$ cat config.mk
export PLATFORM = sky130hd
export DESIGN_NAME = rgbc_merge
export DESIGN_NICKNAME = d
export VERILOG_FILES = /design/src/sv/rgbc_pkg.sv /design/src/sv/rgbc_merge.sv
export SDC_FILE = /design/constraint.sdc
export NUM_CORES = 1
export LEC_CHECK = 0
export BUFFER_PORTS_ARGS = -buffer_cell sky130_fd_sc_hd__buf_2
export CAP_MARGIN = 20
export CORE_UTILIZATION = 40
export CTS_CLUSTER_SIZE = 14
export DETAILED_ROUTE_END_ITERATION = 7
export GPL_TIMING_DRIVEN = 0
export PLACE_DENSITY = 0.78
export REMOVE_ABC_BUFFERS = 1
export SLEW_MARGIN = 20
export SYNTH_ARGS = -nofsm -noshare
export SYNTH_HDL_FRONTEND = slang
export SYNTH_SLANG_ARGS = --single-unit
$ cat constraint.sdc
create_clock -name clk -period 2.5 [get_ports clk]
set_input_delay 0.25 -clock clk [delete_from_list [all_inputs] [get_ports clk]]
set_output_delay 0.25 -clock clk [all_outputs]
set_load 0.05 [all_outputs]
$ cat src/sv/rgbc_pkg.sv
// ----------------------------------------------------------------------------
// rgbc_pkg: shared types and constants
// Control struct for the channel lanes, result metadata, sequencer states.
// ----------------------------------------------------------------------------
package rgbc_pkg;

	localparam int PIX_W      = 8;
	localparam int PIX_MAX    = 255;
	localparam int TAPS       = 9;
	localparam int TAP_W      = 4;
	localparam int ACC_W      = 20;
	localparam int MAG_W      = 19;
	localparam int DIV_W      = 10;
	localparam int DIV_CNT_W  = 5;
	localparam int DIV_STEPS  = 19;
	localparam int POS_W      = 10;
	localparam int GEOM_W     = 11;
	localparam int MAX_HEIGHT = 1024;
	localparam int MIN_DIM    = 3;
	localparam int CFG_IDX_W  = 3;
	localparam int CFG_DATA_W = 24;

	typedef enum logic [CFG_IDX_W-1:0] {
		REG_COEFF_TOP = 3'd0,
		REG_COEFF_MID = 3'd1,
		REG_COEFF_BOT = 3'd2,
		REG_DIVISOR   = 3'd3,
		REG_WIDTH     = 3'd4,
		REG_HEIGHT    = 3'd5
	} reg_index_t;

	typedef enum logic [2:0] {
		ST_IDLE,
		ST_READ,
		ST_MAC,
		ST_LOAD,
		ST_DIV,
		ST_DONE
	} seq_state_t;

	typedef struct packed {
		logic acc_clr;
		logic acc_en;
		logic div_load;
		logic div_en;
	} lane_ctrl_t;

	typedef struct packed {
		logic [POS_W-1:0] row;
		logic [POS_W-1:0] col;
		logic             last;
	} res_meta_t;

endpackage

$ cat src/sv/rgbc_merge.sv
// ----------------------------------------------------------------------------
// rgbc_merge: result register
// Joins the three lane results with position metadata into one output beat.
// ----------------------------------------------------------------------------
module rgbc_merge (
	input  logic                       clk,
	input  logic                       arst_n,
	input  logic                       load,
	output logic                       load_ready,
	input  logic [rgbc_pkg::PIX_W-1:0] lane_red,
	input  logic [rgbc_pkg::PIX_W-1:0] lane_green,
	input  logic [rgbc_pkg::PIX_W-1:0] lane_blue,
	input  rgbc_pkg::res_meta_t        meta,
	output logic                       out_valid,
	input  logic                       out_ready,
	output logic [rgbc_pkg::PIX_W-1:0] res_red,
	output logic [rgbc_pkg::PIX_W-1:0] res_green,
	output logic [rgbc_pkg::PIX_W-1:0] res_blue,
	output logic [rgbc_pkg::POS_W-1:0] res_row,
	output logic [rgbc_pkg::POS_W-1:0] res_col,
	output logic                       frame_last
);

	logic valid_q;

	assign load_ready = !valid_q || out_ready;
	assign out_valid  = valid_q;

	always_ff @(posedge clk or negedge arst_n) begin
		if (!arst_n) begin
			valid_q <= 1'b0;
		end else if (load && load_ready) begin
			valid_q <= 1'b1;
		end else if (out_ready) begin
			valid_q <= 1'b0;
		end
	end

	always_ff @(posedge clk) begin
		if (load && load_ready) begin
			res_red    <= lane_red;
			res_green  <= lane_green;
			res_blue   <= lane_blue;
			res_row    <= meta.row;
			res_col    <= meta.col;
			frame_last <= meta.last;
		end
	end

endmodule

# Word level (Yosys, flattened, before mapping)
# Index checks and enable logic that the tools add are counted.
# Widths: inputs -> output; s select.
# totals
input_bits,49
out_inout_bits,47
wordCells,13
reg_bits,46
# op_classes
muxes,2
n_reduce_logical,4
# ops
operator,count
$mux 1,2
$reduce_bool 2->1,1
$logic_and 1x1->1,1
$logic_not 1->1,1
$logic_or 1x1->1,1

# Depth between registers and ports, before layout
# Gate-level depths: netlist (run 1).
# logic_depth
word_depth,4
depth_mapped,2
ltp_nobuf,2

# Least setup slack after synthesis (run 1)
# No wires, ideal clock.
# synth_timing
path_type,flip-flop to flip-flop
start,reg valid_q (netlist: out_valid)
end,reg frame_last (enable)
slack_ns,0.845
setup_ns,0.362
required_ns,2.138
synth_period_minus_slack_ns,1.655
path_stages_with_launch,3
t_arrival_ns,1.293
path_buffers,0
path_cell_list,dfrtp_1 nand2b_4 and2_4
# synth_between
elab_chain_cells,3
# synth_lines
element,line,source
from (decl),rgbc_merge.sv:24,logic valid_q;
from (signal assigned),rgbc_merge.sv:31,valid_q <= 1'b0;
from (signal assigned),rgbc_merge.sv:33,valid_q <= 1'b1;
from (signal assigned),rgbc_merge.sv:35,valid_q <= 1'b0;
$logic_not 1->1,rgbc_merge.sv:26,assign load_ready = !valid_q || out_ready;
$logic_or 1x1->1,rgbc_merge.sv:26,
net load_ready,rgbc_merge.sv:9,"output logic load_ready,"
$logic_and 1x1->1,rgbc_merge.sv:40,if (load && load_ready) begin
to (signal assigned),rgbc_merge.sv:46,frame_last <= meta.last;
to (decl),rgbc_merge.sv:21,output logic frame_last
# The timed path passes the listed nets, and every way through them passes these cells.
# A chain may end at the register's enable or synchronous reset.

# Worst setup path in the final report (run 1)
# layout_timing
start,reg valid_q (netlist: out_valid)
end,reg res_row[0] in the netlist's numbering (enable)
# layout_between
elab_chain_cells,3
# layout_lines
element,line,source
$logic_not 1->1,rgbc_merge.sv:26,
$logic_or 1x1->1,rgbc_merge.sv:26,
$logic_and 1x1->1,rgbc_merge.sv:40,
to (signal assigned),rgbc_merge.sv:44,res_row <= meta.row;
to (decl),rgbc_merge.sv:19,"output logic [rgbc_pkg::POS_W-1:0] res_row,"
# No other way between the ends.

==> results of run 1 <==
-- state kept, by name (all words and copies together), names as in the netlist --
name	flops
res_col	10
frame_last	1
res_blue	8
res_row	10
res_red	8
res_green	8
out_valid	1
-- power by group through the flow --
| stage | sequential [mW] | clock [mW] | combinational [mW] |
|---|---|---|---|
| CTS | 0.908 | 0.345 | 0.247 |
| finish | 0.906 | 0.333 | 0.244 |
| floorplan | 1.07 | 0 | 0.0217 |
| global placement | 0.923 | 0 | 0.241 |
| detailed placement | 0.925 | 0 | 0.246 |
| global route | 0.912 | 0.375 | 0.257 |
-- timing repair --
| item | in CTS | in global routing |
|---|---|---|
| setup buffers | 0 | 0 |
| endpoints found under the hold margin | 1 | 0 |
| hold buffers | 1 | 0 |
-- Yosys cell counts --
cell / number / area share, %
and2_4: 1 / 0.62
dfrtp_1: 1 / 1.8
edfxtp_1: 45 / 96
nand2b_1: 1 / 0.45
nand2b_4: 1 / 0.98
-- routing by layer --
| metal | routed length [um] | share of wire [%] | global-route usage (%) | up-vias |
|---|---|---|---|---|
| li1 | - | - | - | 401 |
| met1 | 819 | 33 | 12.1 | 382 |
| met2 | 1290 | 51 | 22.8 | 62 |
| met3 | 363 | 14 | 10.9 | 6 |
| met4 | 51 | 2.0 | 6.82 | 0 |
| met5 | 0 | 0 | 0 | - |
-- area by class of cell --
cell class                 instances  area (sq um)
clock inverter                     2          15.0
clock buffer                       6          41.3
fill                             280          1360
multi-input combinational          3          28.8
sequential                        46          1380
tap                               46          57.6
timing repair buffer              96           485
-- worst max-delay path by stage --
| stage | slack, ns | startpoint | endpoint |
|---|---|---|---|
| global placement | 1.16 | out_valid | res_green[2] |
| detailed placement | 1.12 | out_valid | res_row[2] |
| CTS | 1.10 | out_valid | res_green[7] |
| finish | 1.12 | out_valid | res_row[0] |
| floorplan | 0.84 | out_valid | frame_last |
| global route | 1.05 | out_valid | res_red[6] |
-- cell families after synthesis --
logic type | Yosys count | share of synthesized area, %
flops | 46 | 98.0
simple gates | 3 | 2.05
==> results.txt, run 1 <==
Status = completed
Cells resized by post-CTS repair = 0
Core footprint = 3360 sq um
Worst slack, placed = 1.12 ns
Max_cap viols = 0
Mapped cell area = 1410 sq um
Cts bufs inserted = 5
CP Class = flop to flop
Worst-path cell chain = nand2b_4 -> and2_4
Post-Syn Instances = 49
Setup violators final = 0
Die width = 61.3 um
Synth cell types = 5
RSZ-0062 raised after global routing = false
Worst hold path type = input pin to flop
Pint = 1.06 mW
Hold depth = 1
Worst Hold End = res_col[6]
Flops & latches, synth = 46
Sequential power share = 61.1%
Vias = 851
Starting DRT DRC Count = 30
Clock slew at reported path FFs = 0.12 ns
# IOs = 96
Setup Skew = 0.00244 ns
Worst path max stage delay = 0.51 ns
Final core occ = 59.6%
Cell Count, Final, Fillers Out = 199
Synth Area per Inst = 28.7 sq um
CP startpoint kind = flop
Sum Neg Setup Slack = 0 ns
DRC Markers = 0
Clock Power Share = 22.4%
Nets = 201
GR Overflow Total = 0
Die area = 3750 sq um
Final worst path period share = 55.2%
Setup crit end kind = flop
Final HPWL DP = 1940 um
Placed insts = 190
Largest fanout on the critical path = 45
Commonest non-fill, non-tap cell in the layout = buf_2
PD cells = 740 nW/um^2
Clock Path Buffers = 2
Clk_lat worst skew = 0.34 ns
DP Area = 1940 sq um
First-pass GRT wire length = 3390 um
Max VDD drop = 0.000552 V
Switching share of power = 28.3%
Drt first pass iters = 6
Vias per inst = 4.28
Hold Worst Slack = 0.0686 ns
Antenna-violating nets left = 0
Power Total = 1.48 mW
Final WL = 2520 um
Avg WL per Cell = 12.7 um
H-tree Lvls = 2
Site row count = 21
Area grow syn2layout = 42.7%
Worst Path Arrival = 1.38 ns
Port bufs = 95
Comb pwr share = 16.5%
Sequential fraction of the synthesis area = 98.0%
Rel. slew slack = 63.1%
Fin area = 2000 sq um
R2r endpoint = res_row[0]
Min-Delay Startpoint = meta[7]
TritonCTS clock tree = yes
Share of layout cells above drive strength 1 = 68.0%
Critical Path RT = 2.50 ns
Yosys warning count = 0
Peak Freq = 725 MHz
Worst R2R Start = out_valid
Top delay family on crit path = simple AND/OR/NAND/NOR gates
R2R Setup Slk = 1.12 ns
Tmin final = 1.38 ns
Most frequent cells in the layout = 95 x buf_2, 45 x edfxtp_1, 5 x clkbuf_4, 2 x clkinvlp_4
Number of inserted diodes = 0
Worst slew pin tran = 0.554 ns
CP bufs+invs = 0
Final Max Tran Viols = 0
Root buffer cell = clkbuf_4
Worst r2r path cells = 2
Largest net degree at the start of global routing = 46
Crit path depth = 2
Total Routing Usage GR = 13.8%
Setup WS post-layout = 1.12 ns
Initial Util = 41.8%
Die Y = 61.3 um
Sinks on Clock Net = 46
Gpl congestion = 0.668
CP max stage cell = and2_4
Net Switching = 0.420 mW
Vias in the first global route = 786
Initial antenna violation count = 0
Leak = 0.857 nW
Final hold vios = 0
Note: power is estimated with default switching activity, not from simulation.
==> run 2: changes to the inputs <==
==> constraint.sdc (replaced) <==
create_clock -name clk -period 1.3 [get_ports clk]
set_input_delay 0.13 -clock clk [delete_from_list [all_inputs] [get_ports clk]]
set_output_delay 0.13 -clock clk [all_outputs]
set_load 0.05 [all_outputs]
==> run 2 against run 1 <==
  * Utilization grew 14 points
  * Count of clock-buffer cells in the layout is the same
  * Worst hold slack lost 0.013 ns
  * Register-to-register slack lost 1.0 ns
  * Global-route usage grew 8.1 points
  * Critical path type is now flop to output pin
  * Final cell count grew 24%
  * Flip-flop and latch count is the same
  * Sequential power grew 93%
  * Clock power grew 94%
  * Highest routed layer unchanged
  * Via count grew 25%
  * Power grew 100%
  * Routed wire length grew 45%
==> results.txt, run 2 (synthesis gave the netlist of run 1 again) <==
Status = completed
Vias per inst = 4.31
Die area = 3750 sq um
Setup violators final = 0
PD cells = 1210 nW/um^2
Worst R2R Start = out_valid
Clock slew at reported path FFs = 0.13 ns
Cts bufs inserted = 5
Top delay family on crit path = flip-flops
Site row count = 21
Final hold vios = 0
Die width = 61.3 um
Setup crit end kind = output pin
Initial Util = 41.8%
Placed insts = 190
FILL cells = 218
CP startpoint kind = flop
Critical Path RT = 1.17 ns
Vias = 1061
Leak = 1.05 nW
Die Y = 61.3 um
Share of layout cells above drive strength 1 = 52.5%
CP Class = flop to output pin
Clock Path Buffers = 2
Worst setup path startpoint = out_valid
Biggest regs = res_col (10), res_row (10)
Rel. slew slack = 80.3%
TritonCTS clock tree = yes
Final WL = 3660 um
Peak Freq = 828 MHz
Drt first pass iters = 6
Clk_lat worst skew = 0.35 ns
Min-Delay Startpoint = out_ready
Max_cap viols = 0
Number of inserted diodes = 0
Worst slew pin tran = 0.295 ns
Hold depth = 3
R2r endpoint = res_green[7]
Avg WL per Cell = 14.9 um
Initial antenna violation count = 0
Worst Hold End = out_valid
Port bufs = 95
DRC Markers = 0
Final HPWL DP = 1940 um
Worst Path Arrival = 1.08 ns
Most frequent cells in the layout = 94 x buf_2, 47 x dlygate4sd3_1, 45 x edfxtp_1, 5 x clkbuf_4
CP max stage cell = dfrtp_1
Vias in the first global route = 1191
Final Max Tran Viols = 0
Setup Skew = 0.00856 ns
First-pass GRT wire length = 5420 um
H-tree Lvls = 2
Sinks on Clock Net = 46
Nets = 248
Worst hold path type = input pin to flop
GR Overflow Total = 0
Largest net degree at the start of global routing = 24
Root buffer cell = clkbuf_4
Worst r2r path cells = 2
CP bufs+invs = 1
Cell Count, Final, Fillers Out = 246
Antenna-violating nets left = 0
Largest fanout on the critical path = 4
Worst path max stage delay = 0.43 ns
Area grow syn2layout = 76.2%
Max VDD drop = 0.000772 V
Setup bufs post-CTS = 0
R2R Setup Slk = 0.12 ns
Commonest non-fill, non-tap cell in the layout = buf_2
Worst-path cell chain = nand2b_4 -> buf_4
Total Routing Usage GR = 22.0%
# IOs = 96
Tmin final = 1.21 ns
Core footprint = 3360 sq um
RSZ-0062 raised after global routing = false
Starting DRT DRC Count = 44
Sum Neg Setup Slack = 0 ns
Gpl congestion = 0.668
Final worst path period share = 92.9%
[run 2: routing by layer]
layer  vias to the layer above  global-route usage (%)  share of wire, %
met2                        62                    40.7                55
met5                         -                       0                 0
met1                       497                    21.5                34
met3                         7                    10.5               9.6
li1                        495                       -                 -
met4                         0                    6.82               1.4
[run 2: timing repair]
item,in CTS,in global routing
pin swaps,1,0
hold buffers,47,0
resized for setup,1,2
hold endpoints to repair,47,0
gates cloned,1,0
endpoints found under the setup margin,45,1
[run 2: worst max path at each step]
stage	to	slack, ns	depth (start not counted)
2_1_floorplan	frame_last	-0.36	2
3_3_place_gp	res_green[2]	-0.04	2
3_5_place_dp	res_row[2]	-0.08	2
4_1_cts	load_ready	0.03	2
5_1_grt	load_ready	0.03	2
6_report	load_ready	0.09	2
[run 2: layout make-up]
type	count	area [sq um]	share of cell area, %
Clock inverter	2	15.0	0.606
Timing Repair Buffer	142	948	38.3
Clock buffer	6	41.3	1.67
Sequential cell	46	1380	55.6
Tap cell	46	57.6	2.32
Multi-Input combinational cell	4	37.5	1.52
[run 2: power by group]
part	leakage [nW]	switching [mW]	internal (mW)	total [mW]
clock network	0.0245	0.435	0.212	0.647
registers	0.439	0.0216	1.72	1.75
logic	0.591	0.390	0.204	0.594
[run 2: per-stage QoR]
step	total power, mW	instance area [sq um]	worst slack [ns]	hold WS [ns]	util [%]
2_1_floorplan	2.10	1410	-0.355	-0.166	-
3_3_place_gp	2.24	1940	-0.0388	-0.0941	57.6
3_5_place_dp	2.25	1940	-0.0818	-0.0947	57.6
4_1_cts	2.99	2470	0.0274	0.0396	73.5
5_1_grt	3.11	2480	0.0292	0.0480	73.6
6_report	2.99	2480	0.0918	0.0558	73.6
[run 2: worst reg2reg max path, delay by kind of cell, from the launching register on]
family           cells  cell delay [ns]
AND/OR/NAND/NOR      2             0.43
flip-flops           1             0.43
