File: config.mk
export PLATFORM = sky130hd
export DESIGN_NAME = rgbc_lane
export DESIGN_NICKNAME = d
export VERILOG_FILES = /design/src/sv/rgbc_pkg.sv /design/src/sv/rgbc_lane.sv
export SDC_FILE = /design/constraint.sdc
export NUM_CORES = 1
export LEC_CHECK = 0
export BUFFER_PORTS_ARGS = -buffer_cell sky130_fd_sc_hd__clkbuf_2
export CORE_AREA = 5 5 122 124
export DETAILED_ROUTE_END_ITERATION = 7
export DIE_AREA = 0 0 127 129
export SETUP_SLACK_MARGIN = 0.5
export SYNTH_ARGS = -nofsm -noshare
export SYNTH_HDL_FRONTEND = slang
export SYNTH_SLANG_ARGS = --single-unit
File: constraint.sdc
create_clock -name clk -period 5.23 [get_ports clk]
set_input_delay 0.523 -clock clk [delete_from_list [all_inputs] [get_ports clk]]
set_output_delay 0.523 -clock clk [all_outputs]
set_load 0.005 [all_outputs]
File: src/sv/rgbc_pkg.sv
// ----------------------------------------------------------------------------
// rgbc_pkg: shared types and constants
// Control struct for the channel lanes, result metadata, sequencer states.
// ----------------------------------------------------------------------------
package rgbc_pkg;

	localparam int PIX_W      = 8;
	localparam int PIX_MAX    = 255;
	localparam int TAPS       = 9;
	localparam int TAP_W      = 4;
	localparam int ACC_W      = 20;
	localparam int MAG_W      = 19;
	localparam int DIV_W      = 10;
	localparam int DIV_CNT_W  = 5;
	localparam int DIV_STEPS  = 19;
	localparam int POS_W      = 10;
	localparam int GEOM_W     = 11;
	localparam int MAX_HEIGHT = 1024;
	localparam int MIN_DIM    = 3;
	localparam int CFG_IDX_W  = 3;
	localparam int CFG_DATA_W = 24;

	typedef enum logic [CFG_IDX_W-1:0] {
		REG_COEFF_TOP = 3'd0,
		REG_COEFF_MID = 3'd1,
		REG_COEFF_BOT = 3'd2,
		REG_DIVISOR   = 3'd3,
		REG_WIDTH     = 3'd4,
		REG_HEIGHT    = 3'd5
	} reg_index_t;

	typedef enum logic [2:0] {
		ST_IDLE,
		ST_READ,
		ST_MAC,
		ST_LOAD,
		ST_DIV,
		ST_DONE
	} seq_state_t;

	typedef struct packed {
		logic acc_clr;
		logic acc_en;
		logic div_load;
		logic div_en;
	} lane_ctrl_t;

	typedef struct packed {
		logic [POS_W-1:0] row;
		logic [POS_W-1:0] col;
		logic             last;
	} res_meta_t;

endpackage

File: src/sv/rgbc_lane.sv
// ----------------------------------------------------------------------------
// rgbc_lane: one colour channel
// Multiply-accumulate over the nine taps, then restoring divide and clamp.
// ----------------------------------------------------------------------------
module rgbc_lane (
	input  logic                              clk,
	input  logic                              arst_n,
	input  rgbc_pkg::lane_ctrl_t              ctrl,
	input  logic [rgbc_pkg::PIX_W-1:0]        tap_pix,
	input  logic signed [rgbc_pkg::PIX_W-1:0] tap_coef,
	input  logic [rgbc_pkg::DIV_W-1:0]        divisor,
	output logic [rgbc_pkg::PIX_W-1:0]        result
);

	logic signed [2*rgbc_pkg::PIX_W:0]   prod;
	logic signed [rgbc_pkg::ACC_W-1:0]   acc_q;
	logic [rgbc_pkg::MAG_W-1:0]          mag_q;
	logic [rgbc_pkg::DIV_W-1:0]          rem_q;
	logic                                neg_q;
	logic [rgbc_pkg::DIV_W:0]            trial;
	logic                                fits;
	logic [rgbc_pkg::ACC_W-1:0]          abs_acc;

	assign prod    = $signed({1'b0, tap_pix}) * tap_coef;
	assign trial   = {rem_q, mag_q[rgbc_pkg::MAG_W-1]};
	assign fits    = trial >= {1'b0, divisor};
	assign abs_acc = acc_q[rgbc_pkg::ACC_W-1] ? rgbc_pkg::ACC_W'(-acc_q) : acc_q;

	always_ff @(posedge clk or negedge arst_n) begin
		if (!arst_n) begin
			acc_q <= '0;
		end else if (ctrl.acc_clr) begin
			acc_q <= '0;
		end else if (ctrl.acc_en) begin
			acc_q <= acc_q + rgbc_pkg::ACC_W'(prod);
		end
	end

	// quotient bits shift into the magnitude register as the dividend leaves it
	always_ff @(posedge clk) begin
		if (ctrl.div_load) begin
			neg_q <= acc_q[rgbc_pkg::ACC_W-1];
			mag_q <= abs_acc[rgbc_pkg::MAG_W-1:0];
			rem_q <= '0;
		end else if (ctrl.div_en) begin
			rem_q <= fits ? rgbc_pkg::DIV_W'(trial - {1'b0, divisor})
			              : trial[rgbc_pkg::DIV_W-1:0];
			mag_q <= {mag_q[rgbc_pkg::MAG_W-2:0], fits};
		end
	end

	always_comb begin
		if (neg_q) begin
			result = '0;
		end else if (|mag_q[rgbc_pkg::MAG_W-1:rgbc_pkg::PIX_W]) begin
			result = rgbc_pkg::PIX_W'(rgbc_pkg::PIX_MAX);
		end else begin
			result = mag_q[rgbc_pkg::PIX_W-1:0];
		end
	end

endmodule

Word-level counts from Yosys, hierarchy flattened
Index checks and enable logic that the tools add are counted.
Widths: inputs -> output; s select.
- $add $sub $neg: 3
- multipliers: 1
- order comparisons: 1
- muxes and demuxes: 8
- reduce and logical (&&, ||, !) cells: 3
- operator list (operator ; number):
    $mux 19 ; 3
    $mux 20 ; 2
    $add 20x17->20 ; 1
    $neg 19->19 ; 1
    $mul 9x8->17 ; 1
    $mux 8 ; 2
    $ge 11x10->1 ; 1
    $reduce_or 11->1 ; 1
    $mux 10 ; 1
    $sub 10x10->10 ; 1
    $reduce_bool 2->1 ; 2
- flip-flop bits (word level): 50
- input bits: 32
- output and inout bits: 8
- word-level logic and storage cells: 20

Longest topological paths before layout
Gate-level depths: netlist of run 1.
- depth after elaboration: 4
- depth in mapped cells: 19
- depth with buffers taken out: 18

Worst setup path after synthesis of run 1
No wires, ideal clock.
- path type: in2reg
- start: input tap_coef[1] (netlist name)
- end: register acc_q[13] (netlist name)
- arrival time: 4786 ps
- slack: 365 ps
- stages on the path: 15
- path buffers: 1
- cells stage by stage: clkbuf_1 -> nand2_1 -> fa_1 -> inv_1 -> fa_1 -> fa_1 -> fa_1 -> fa_1 -> ha_1 -> o211ai_1 -> o21a_1 -> a21oi_1 -> a311oi_1 -> or4_1 -> a21oi_1
- cells in the longest elaborated chain, start to end: 4
- RTL lines (item ; RTL line ; text):
    start: declaration ; rgbc_lane.sv:10 ; input logic signed [rgbc_pkg::PIX_W-1:0] tap_coef,
    $mul 9x8->17 ; rgbc_lane.sv:24 ; assign prod = $signed({1'b0, tap_pix}) * tap_coef;
    $add 20x17->20 ; rgbc_lane.sv:35 ; acc_q <= acc_q + rgbc_pkg::ACC_W'(prod);
    $mux 20 ; rgbc_lane.sv:34 ; end else if (ctrl.acc_en) begin
    $mux 20 ; rgbc_lane.sv:32 ; end else if (ctrl.acc_clr) begin
    end signal: assignment ; rgbc_lane.sv:35 ;
    end: declaration ; rgbc_lane.sv:16 ; logic signed [rgbc_pkg::ACC_W-1:0] acc_q;
No other way between the ends. The select of a mux whose other input is x is not followed.
A chain may end at the register's enable or synchronous reset.

Worst setup path in the final report of run 1
- start: input tap_pix[2] (netlist name)
- end: register acc_q[17] (netlist name)
- cells in the longest elaborated chain, start to end: 4
- RTL lines (item ; RTL line ; text):
    start: declaration ; rgbc_lane.sv:9 ; input logic [rgbc_pkg::PIX_W-1:0] tap_pix,
    $mul 9x8->17 ; rgbc_lane.sv:24 ;
    $add 20x17->20 ; rgbc_lane.sv:35 ;
    $mux 20 ; rgbc_lane.sv:34 ;
    $mux 20 ; rgbc_lane.sv:32 ;
No other way between the ends. The select of a mux whose other input is x is not followed.

==> results of run 1 <==
cell usage in the layout, fill, tap and decap left out, types with 6 or more instances in the layout:
cell      instances
a211oi_1         13
a21o_1            6
a21oi_1          42
and2_1           28
buf_4            14
clkbuf_2         25
dfrtp_1          18
dfxtp_1          10
edfxtp_1         20
fa_1             50
ha_1             65
ha_4              6
inv_1            93
mux2i_1          16
nand2_1          51
nand3_1           8
nor2_1           57
nor3_1            6
o21a_1           11
o21ai_0           7
o31ai_1           6
xnor2_1          18
xor2_1           12
power breakdown:
part	internal, W	switching, W
combinational	0.00116	0.00124
clock	0.000176	0.000146
sequential	0.000522	0.000119
total	0.00186	0.00150
worst max-delay path, delay by kind of cell:
family | cells | cell delay [ns]
adders and majority gates | 6 | 2.72
AOI/OAI and AO/OA | 5 | 0.98
and+or+nand+nor | 2 | 0.28
buffers and inverters | 2 | 0.30
stage by stage:
stage | utilization (%) | hold WS (ns) | power, W | area, µm²
detailed placement | 46.5 | 0.500 | 0.00277 | 6350
global placement | 46.5 | 0.493 | 0.00273 | 6350
CTS | 47.5 | 0.225 | 0.00313 | 6500
floorplan | - | 0.227 | 0.00234 | 6000
finish | 49.4 | 0.202 | 0.00336 | 6760
global route | 49.4 | 0.249 | 0.00371 | 6760
cells by family after synthesis:
logic type / after synthesis
buffers and inverters: 116
flip-flops: 50
adder cells (fa/ha/maj): 123
XOR/XNOR: 30
multiplexers: 16
AO/OA/AOI/OAI: 130
AND/OR/NAND/NOR: 194
worst min-delay path by stage:
stage / from / to / slack (ns) / cells after the start
floorplan: arst_n / acc_q[0] / 0.23 / 0
global placement: rem_q[9] / rem_q[9] / 0.49 / 2
detailed placement: rem_q[9] / rem_q[9] / 0.50 / 2
CTS: arst_n / acc_q[3] / 0.23 / 1
global route: arst_n / acc_q[3] / 0.25 / 1
finish: arst_n / acc_q[3] / 0.20 / 1
layout make-up:
class                           count  area share, %
Clock buffer                        6           1.91
Clock inverter                      2          0.130
Inverter                           95           5.33
Multi-Input combinational cell    493           64.7
Sequential cell                    50           19.3
Tap cell                          180           3.33
Timing Repair Buffer               52           5.28
state kept, by name, summed over array words and instances, names as in the netlist:
register,flops
acc_q,20
mag_q,19
rem_q,10
neg_q,1
layer usage:
| layer | part of all wire (%) | routed length [µm] | GRT usage (%) |
|---|---|---|---|
| met1 | 49 | 6320 | 23.3 |
| met2 | 47 | 6130 | 25.9 |
| met3 | 3.4 | 440 | 2.32 |
| met4 | 0.52 | 68 | 2.15 |
| met5 | 0 | 0 | 0 |
repair_timing:
| action | 4_1_cts | 5_1_grt |
|---|---|---|
| hold buffers | 0 | 0 |
| gates resized for setup | 2 | 64 |
| pin swaps | 3 | 17 |
| endpoints found under the setup margin | 6 | 8 |
| setup buffers | 1 | 9 |
==> results.json, run 1 <==
{
  "cp_max_fo": 8,
  "synthDominantCellAreaShare_pct": 17.5,
  "timing.final.crit_share_pct": 88.2,
  "cts-root-buf": "clkbuf_16",
  "min_period_ns": 4.61,
  "synth_ff_type": "edfxtp_1",
  "ir_worst_vdd_uv": 283,
  "overflow": 0,
  "port_buffers": 39,
  "drc": 0,
  "multiInputGateArea_mm2": 0.00437,
  "die_h_um": 129,
  "rr_endpoint": "acc_q[17]",
  "drt-initial-drc-count": 265,
  "synthMuxAreaShare_pct": 2.69,
  "syn_area_mm2": 0.00596,
  "cts.sinks": 50,
  "r2r-start": "acc_q[6]",
  "worstSetupPathType": "input pin to flop",
  "arrival_ns": 4.79,
  "nFillCells": 1312,
  "die_w_um": 127,
  "cp.required_ns": 5.41,
  "antenna_found_initial": 0,
  "reg2reg_slack_ns": 0.67,
  "cts_tree": "built",
  "cap_violations": 0,
  "regArea_mm2": 0.00130,
  "syn_area_per_cell_um2": 9.05,
  "yosysWarningCount": 0,
  "slowest_delay_ns": 0.58,
  "cp-start-kind": "input pin",
  "synth-xor-area-share_pct": 4.41,
  "area_growth_pct": 13.3,
  "hold_violations": 0,
  "rows": 43,
  "end_kind": "flop",
  "cts_buffers": 5,
  "ys_ff_latch": 50,
  "worstMarginPinSlew_ns": 0.942,
  "insertion_delay_ns": 0.29,
  "tns_ns": 0,
  "grt_first_pass_wirelength_mm": 21.8,
  "clock.fmax_mhz": 217,
  "netlist_top_cells_count": "95 x inv_1, 71 x ha_1, 60 x nor2_1",
  "setup_viol": 0,
  "rr_worst_depth": 17,
  "yosys.area.top_type": "fa_1",
  "min-delay-path-class": "input pin to async pin",
  "grt_max_degree": 50,
  "cp_slowest_cell": "fa_1",
  "setup_slack_ns": 0.616,
  "crit_chain": "clkbuf_4, and2_1, fa_2, fa_1, fa_1, fa_1, fa_1, ha_4, o211ai_1, o21a_2, buf_4, a21oi_2, nor3_1, o2111a_1, a211o_1",
  "endpoint": "acc_q[17]",
  "synth-compound-area-share_pct": 14.9,
  "synth_edf_count": 20,
  "start_util_pct": 43.6,
  "rsz0062_at_grt": "true",
  "diodes": 0,
  "synth_top_family_by_area": "adder cells",
  "grt_pass1_vias": 4533,
  "skew_ns": 0.00736,
  "drv_slew": 0,
  "grtUsageTotal_pct": 16.0,
  "h-tree-depth": 2,
  "total_leakage_power_nw": 3.22,
  "post-place-ws_ns": 0.187,
  "stdcell_count": 878,
  "io_pins": 40,
  "synthSimpleGateAreaFrac_pct": 16.3,
  "vias_per_cell": 5.35,
  "drive_gt1_share_pct": 14.2,
  "die-area_mm2": 0.0164,
  "place_hpwl_mm": 10.4,
  "drt_wl_total_mm": 13.0,
  "gp_congestion": 0.890,
  "synthAdderAreaFrac_pct": 32.4,
  "detail-route-antenna-nets": 0,
  "path_clk_slew_ns": 0.07,
  "routedWlPerCell_um": 14.8,
  "vias": 4699,
  "dp.cells": 860,
  "synthCells": 659,
  "final_nets": 852,
  "outcome": "finished clean",
  "yosysUniqueCellTypes": 56,
  "synth.yosys.seq_area_share_pct": 21.8,
  "relSlewSlack_pct": 37.2,
  "core_mm2": 0.0137,
  "yosysMostFrequentCell": "inv_1",
  "first_pass_iters": 5,
  "synth_area_leaders": "fa_1 17%, ha_1 15%, edfxtp_1 10%",
  "synth_fp_nets": 814,
  "cts_buffer_depth": 2,
  "path_common_cell": "fa_1",
  "powerDensity_mw_per_mm2": 497,
  "crit_start": "tap_pix[2]",
  "async_reset_ff_share_pct": 40.0
}
Note: power is estimated with default switching activity, not from simulation.
==> run 2, diff against run 1 <==
--- a/config.mk
+++ b/config.mk
@@ -5,10 +5,11 @@
 export SDC_FILE = /design/constraint.sdc
 export NUM_CORES = 1
 export LEC_CHECK = 0
+export ABC_AREA = 1
 export BUFFER_PORTS_ARGS = -buffer_cell sky130_fd_sc_hd__clkbuf_2
-export CORE_AREA = 5 5 122 124
+export CORE_AREA = 5 5 125 127
 export DETAILED_ROUTE_END_ITERATION = 7
-export DIE_AREA = 0 0 127 129
+export DIE_AREA = 0 0 130 132
 export SETUP_SLACK_MARGIN = 0.5
 export SYNTH_ARGS = -nofsm -noshare
 export SYNTH_HDL_FRONTEND = slang
==> results.json, run 2 <==
{
  "outcome": "finished clean",
  "final_common_cell": "nand2_1",
  "grtUsageTotal_pct": 16.6,
  "synthMuxAreaShare_pct": 0,
  "stdcell_count": 1089,
  "drt_wl_total_mm": 13.4,
  "powerDensity_mw_per_mm2": 488,
  "synth-compound-area-share_pct": 5.59,
  "routedWlPerCell_um": 12.3,
  "yosysMostFrequentCell": "nand2_1",
  "cts-root-buf": "clkbuf_16",
  "timing.final.crit_share_pct": 84.3,
  "async_reset_ff_share_pct": 40.0,
  "tns_ns": 0,
  "vias": 5218,
  "synthSimpleGateAreaFrac_pct": 27.5,
  "crit_family": "adder cells",
  "antenna_found_initial": 0,
  "arrival_ns": 4.56,
  "yosys.area.top_type": "fa_1",
  "rsz0062_at_grt": "false",
  "synth_edf_count": 20,
  "io_pins": 40,
  "synthAdderAreaFrac_pct": 30.8,
  "diodes": 0,
  "synth_fp_nets": 1037,
  "ys_ff_latch": 50,
  "syn_area_per_cell_um2": 7.11,
  "crit_chain": "buf_4, inv_8, or2_2, fa_1, fa_1, inv_1, fa_1, fa_1, fa_1, ha_4, nand2_1, nand3_1, nand2_1, nand2_1, or2_2, nand3_1, o21ai_0",
  "min_period_ns": 4.41,
  "place_hpwl_mm": 11.4,
  "final_nets": 1059,
  "worst_hold_slack_ns": 0.175,
  "netlist_top_cells_count": "265 x nand2_1, 188 x inv_1, 71 x ha_1",
  "reg2reg_slack_ns": 0.95,
  "reg_top3": "acc_q (20), mag_q (19), rem_q (10)",
  "worstSetupPathType": "input pin to flop",
  "rr_worst_depth": 17,
  "gp_congestion": 0.855,
  "min-delay-path-class": "input pin to async pin",
  "syn_area_mm2": 0.00627,
  "vias_per_cell": 4.79,
  "grt_max_degree": 26,
  "grt_pass1_vias": 5047,
  "die_w_um": 130,
  "synthDominantCellAreaShare_pct": 16.6,
  "core_mm2": 0.0143,
  "port_buffers": 39,
  "total_leakage_power_nw": 3.93,
  "synthCells": 882,
  "cp.depth": 17,
  "overflow": 0,
  "synth_top_family_by_area": "adder cells",
  "area_growth_pct": 8.90,
  "slowest_delay_ns": 0.55,
  "drv_slew": 0,
  "path_common_cell": "fa_1",
  "crit_start": "tap_coef[7]",
  "yosysWarningCount": 0,
  "cts_tree": "built",
  "grt_first_pass_wirelength_mm": 23.9,
  "hold_violations": 0,
  "worstMarginPinSlew_ns": 0.893,
  "final_cell_mix": "264 x nand2_1, 188 x inv_1, 68 x nand3_1, 67 x ha_1, 52 x fa_1",
  "first_pass_iters": 4,
  "skew_ns": 0.00549,
  "clock.fmax_mhz": 227,
  "final_area_mm2": 0.00683,
  "cp-start-kind": "input pin",
  "dp.cells": 1081,
  "synth_area_leaders": "fa_1 17%, nand2_1 16%, ha_1 14%",
  "start_util_pct": 43.8,
  "cts_buffers": 5,
  "die-area_mm2": 0.0172,
  "relSlewSlack_pct": 40.4,
  "synth-xor-area-share_pct": 2.09,
  "detail-route-antenna-nets": 0,
  "final_util_pct": 47.7,
  "cp.required_ns": 5.39,
  "synth_ff_type": "edfxtp_1",
  "dpl_cell_area_mm2": 0.00661,
  "top_register": "acc_q",
  "cts_buffer_depth": 2,
  "insertion_delay_ns": 0.29,
  "drive_gt1_share_pct": 7.73,
  "cp_max_fo": 9,
  "end_kind": "flop",
  "drt-initial-drc-count": 325,
  "rr_endpoint": "acc_q[12]",
  "critical_path_buf_inv_count": 3,
  "cts.sinks": 50,
  "path_clk_slew_ns": 0.07,
  "largest_register_ffs": 20,
  "r2r-start": "acc_q[6]",
  "setup_viol": 0,
  "die_h_um": 132,
  "cap_violations": 0,
  "endpoint": "acc_q[12]",
  "yosysUniqueCellTypes": 34,
  "rows": 44,
  "ir_worst_vdd_uv": 272,
  "drc": 0,
  "h-tree-depth": 2,
  "cp_slowest_cell": "fa_1",
  "synth.yosys.seq_area_share_pct": 20.7
}
[run 2: cell count changes in the layout (fill, tap and decap cells not counted), moves of 16 or more]
cell and delta:
inv_1 +95, nand3_1 +60, and2_1 -26, o21ai_0 +29, a21oi_1 -25, nand2_1 +213
mux2i_1 -16
[run 2: where the power goes]
part / internal [W] / switching [W] / total, W
registers: 0.000532 / 0.000104 / 0.000636
clock network: 0.000224 / 0.000140 / 0.000364
logic: 0.000951 / 0.00138 / 0.00233
total: 0.00171 / 0.00163 / 0.00333
[run 2: layout make-up]
| cell class | instances | area (µm²) |
|---|---|---|
| fill | 1466 | 7480 |
| multi-input combinational | 615 | 4190 |
| sequential | 50 | 1300 |
| inverter | 190 | 721 |
| tap | 184 | 230 |
| timing repair buffer | 42 | 220 |
| clock buffer | 5 | 125 |
| clock inverter | 3 | 40.0 |
[run 2: worst min-delay path by stage]
stage	slack (ns)	endpoint	startpoint	cells past startpoint
final	0.17	acc_q[1]	arst_n	1
after global routing	0.22	acc_q[0]	arst_n	1
after CTS	0.19	acc_q[0]	arst_n	1
after detailed placement	0.47	rem_q[6]	rem_q[6]	2
after global placement	0.46	rem_q[7]	rem_q[7]	2
after floorplan	0.23	acc_q[0]	arst_n	0
[run 2: cells by family after synthesis]
logic type / after synthesis
and+or+nand+nor: 410
xor gates and xnor gates: 15
DFF: 50
adders and majority gates: 123
AOI/OAI and AO/OA: 67
buffers and inverters: 217
[run 2: metrics by stage]
step / worst slack, ns / total power [W]
after CTS: 0.522 / 0.00326
after global routing: 0.529 / 0.00381
after floorplan: 0.544 / 0.00238
final: 0.823 / 0.00333
after global placement: 0.239 / 0.00285
after detailed placement: 0.171 / 0.00287
[run 2: metal layers]
layer / vias up / global-route usage [%] / wire length (µm)
met1: 2386 / 25.7 / 6970
met3: 8 / 1.78 / 463
met5: - / 0 / 0
met4: 0 / 2.42 / 92
li1: 2745 / - / -
met2: 79 / 25.5 / 5870
[run 2: repair_timing]
item                                    CTS  global route
hold buffers                              0             0
endpoints found under the setup margin    2            11
gates resized for setup                   1             9
setup buffers                             0             0
pin swaps                                 0             5
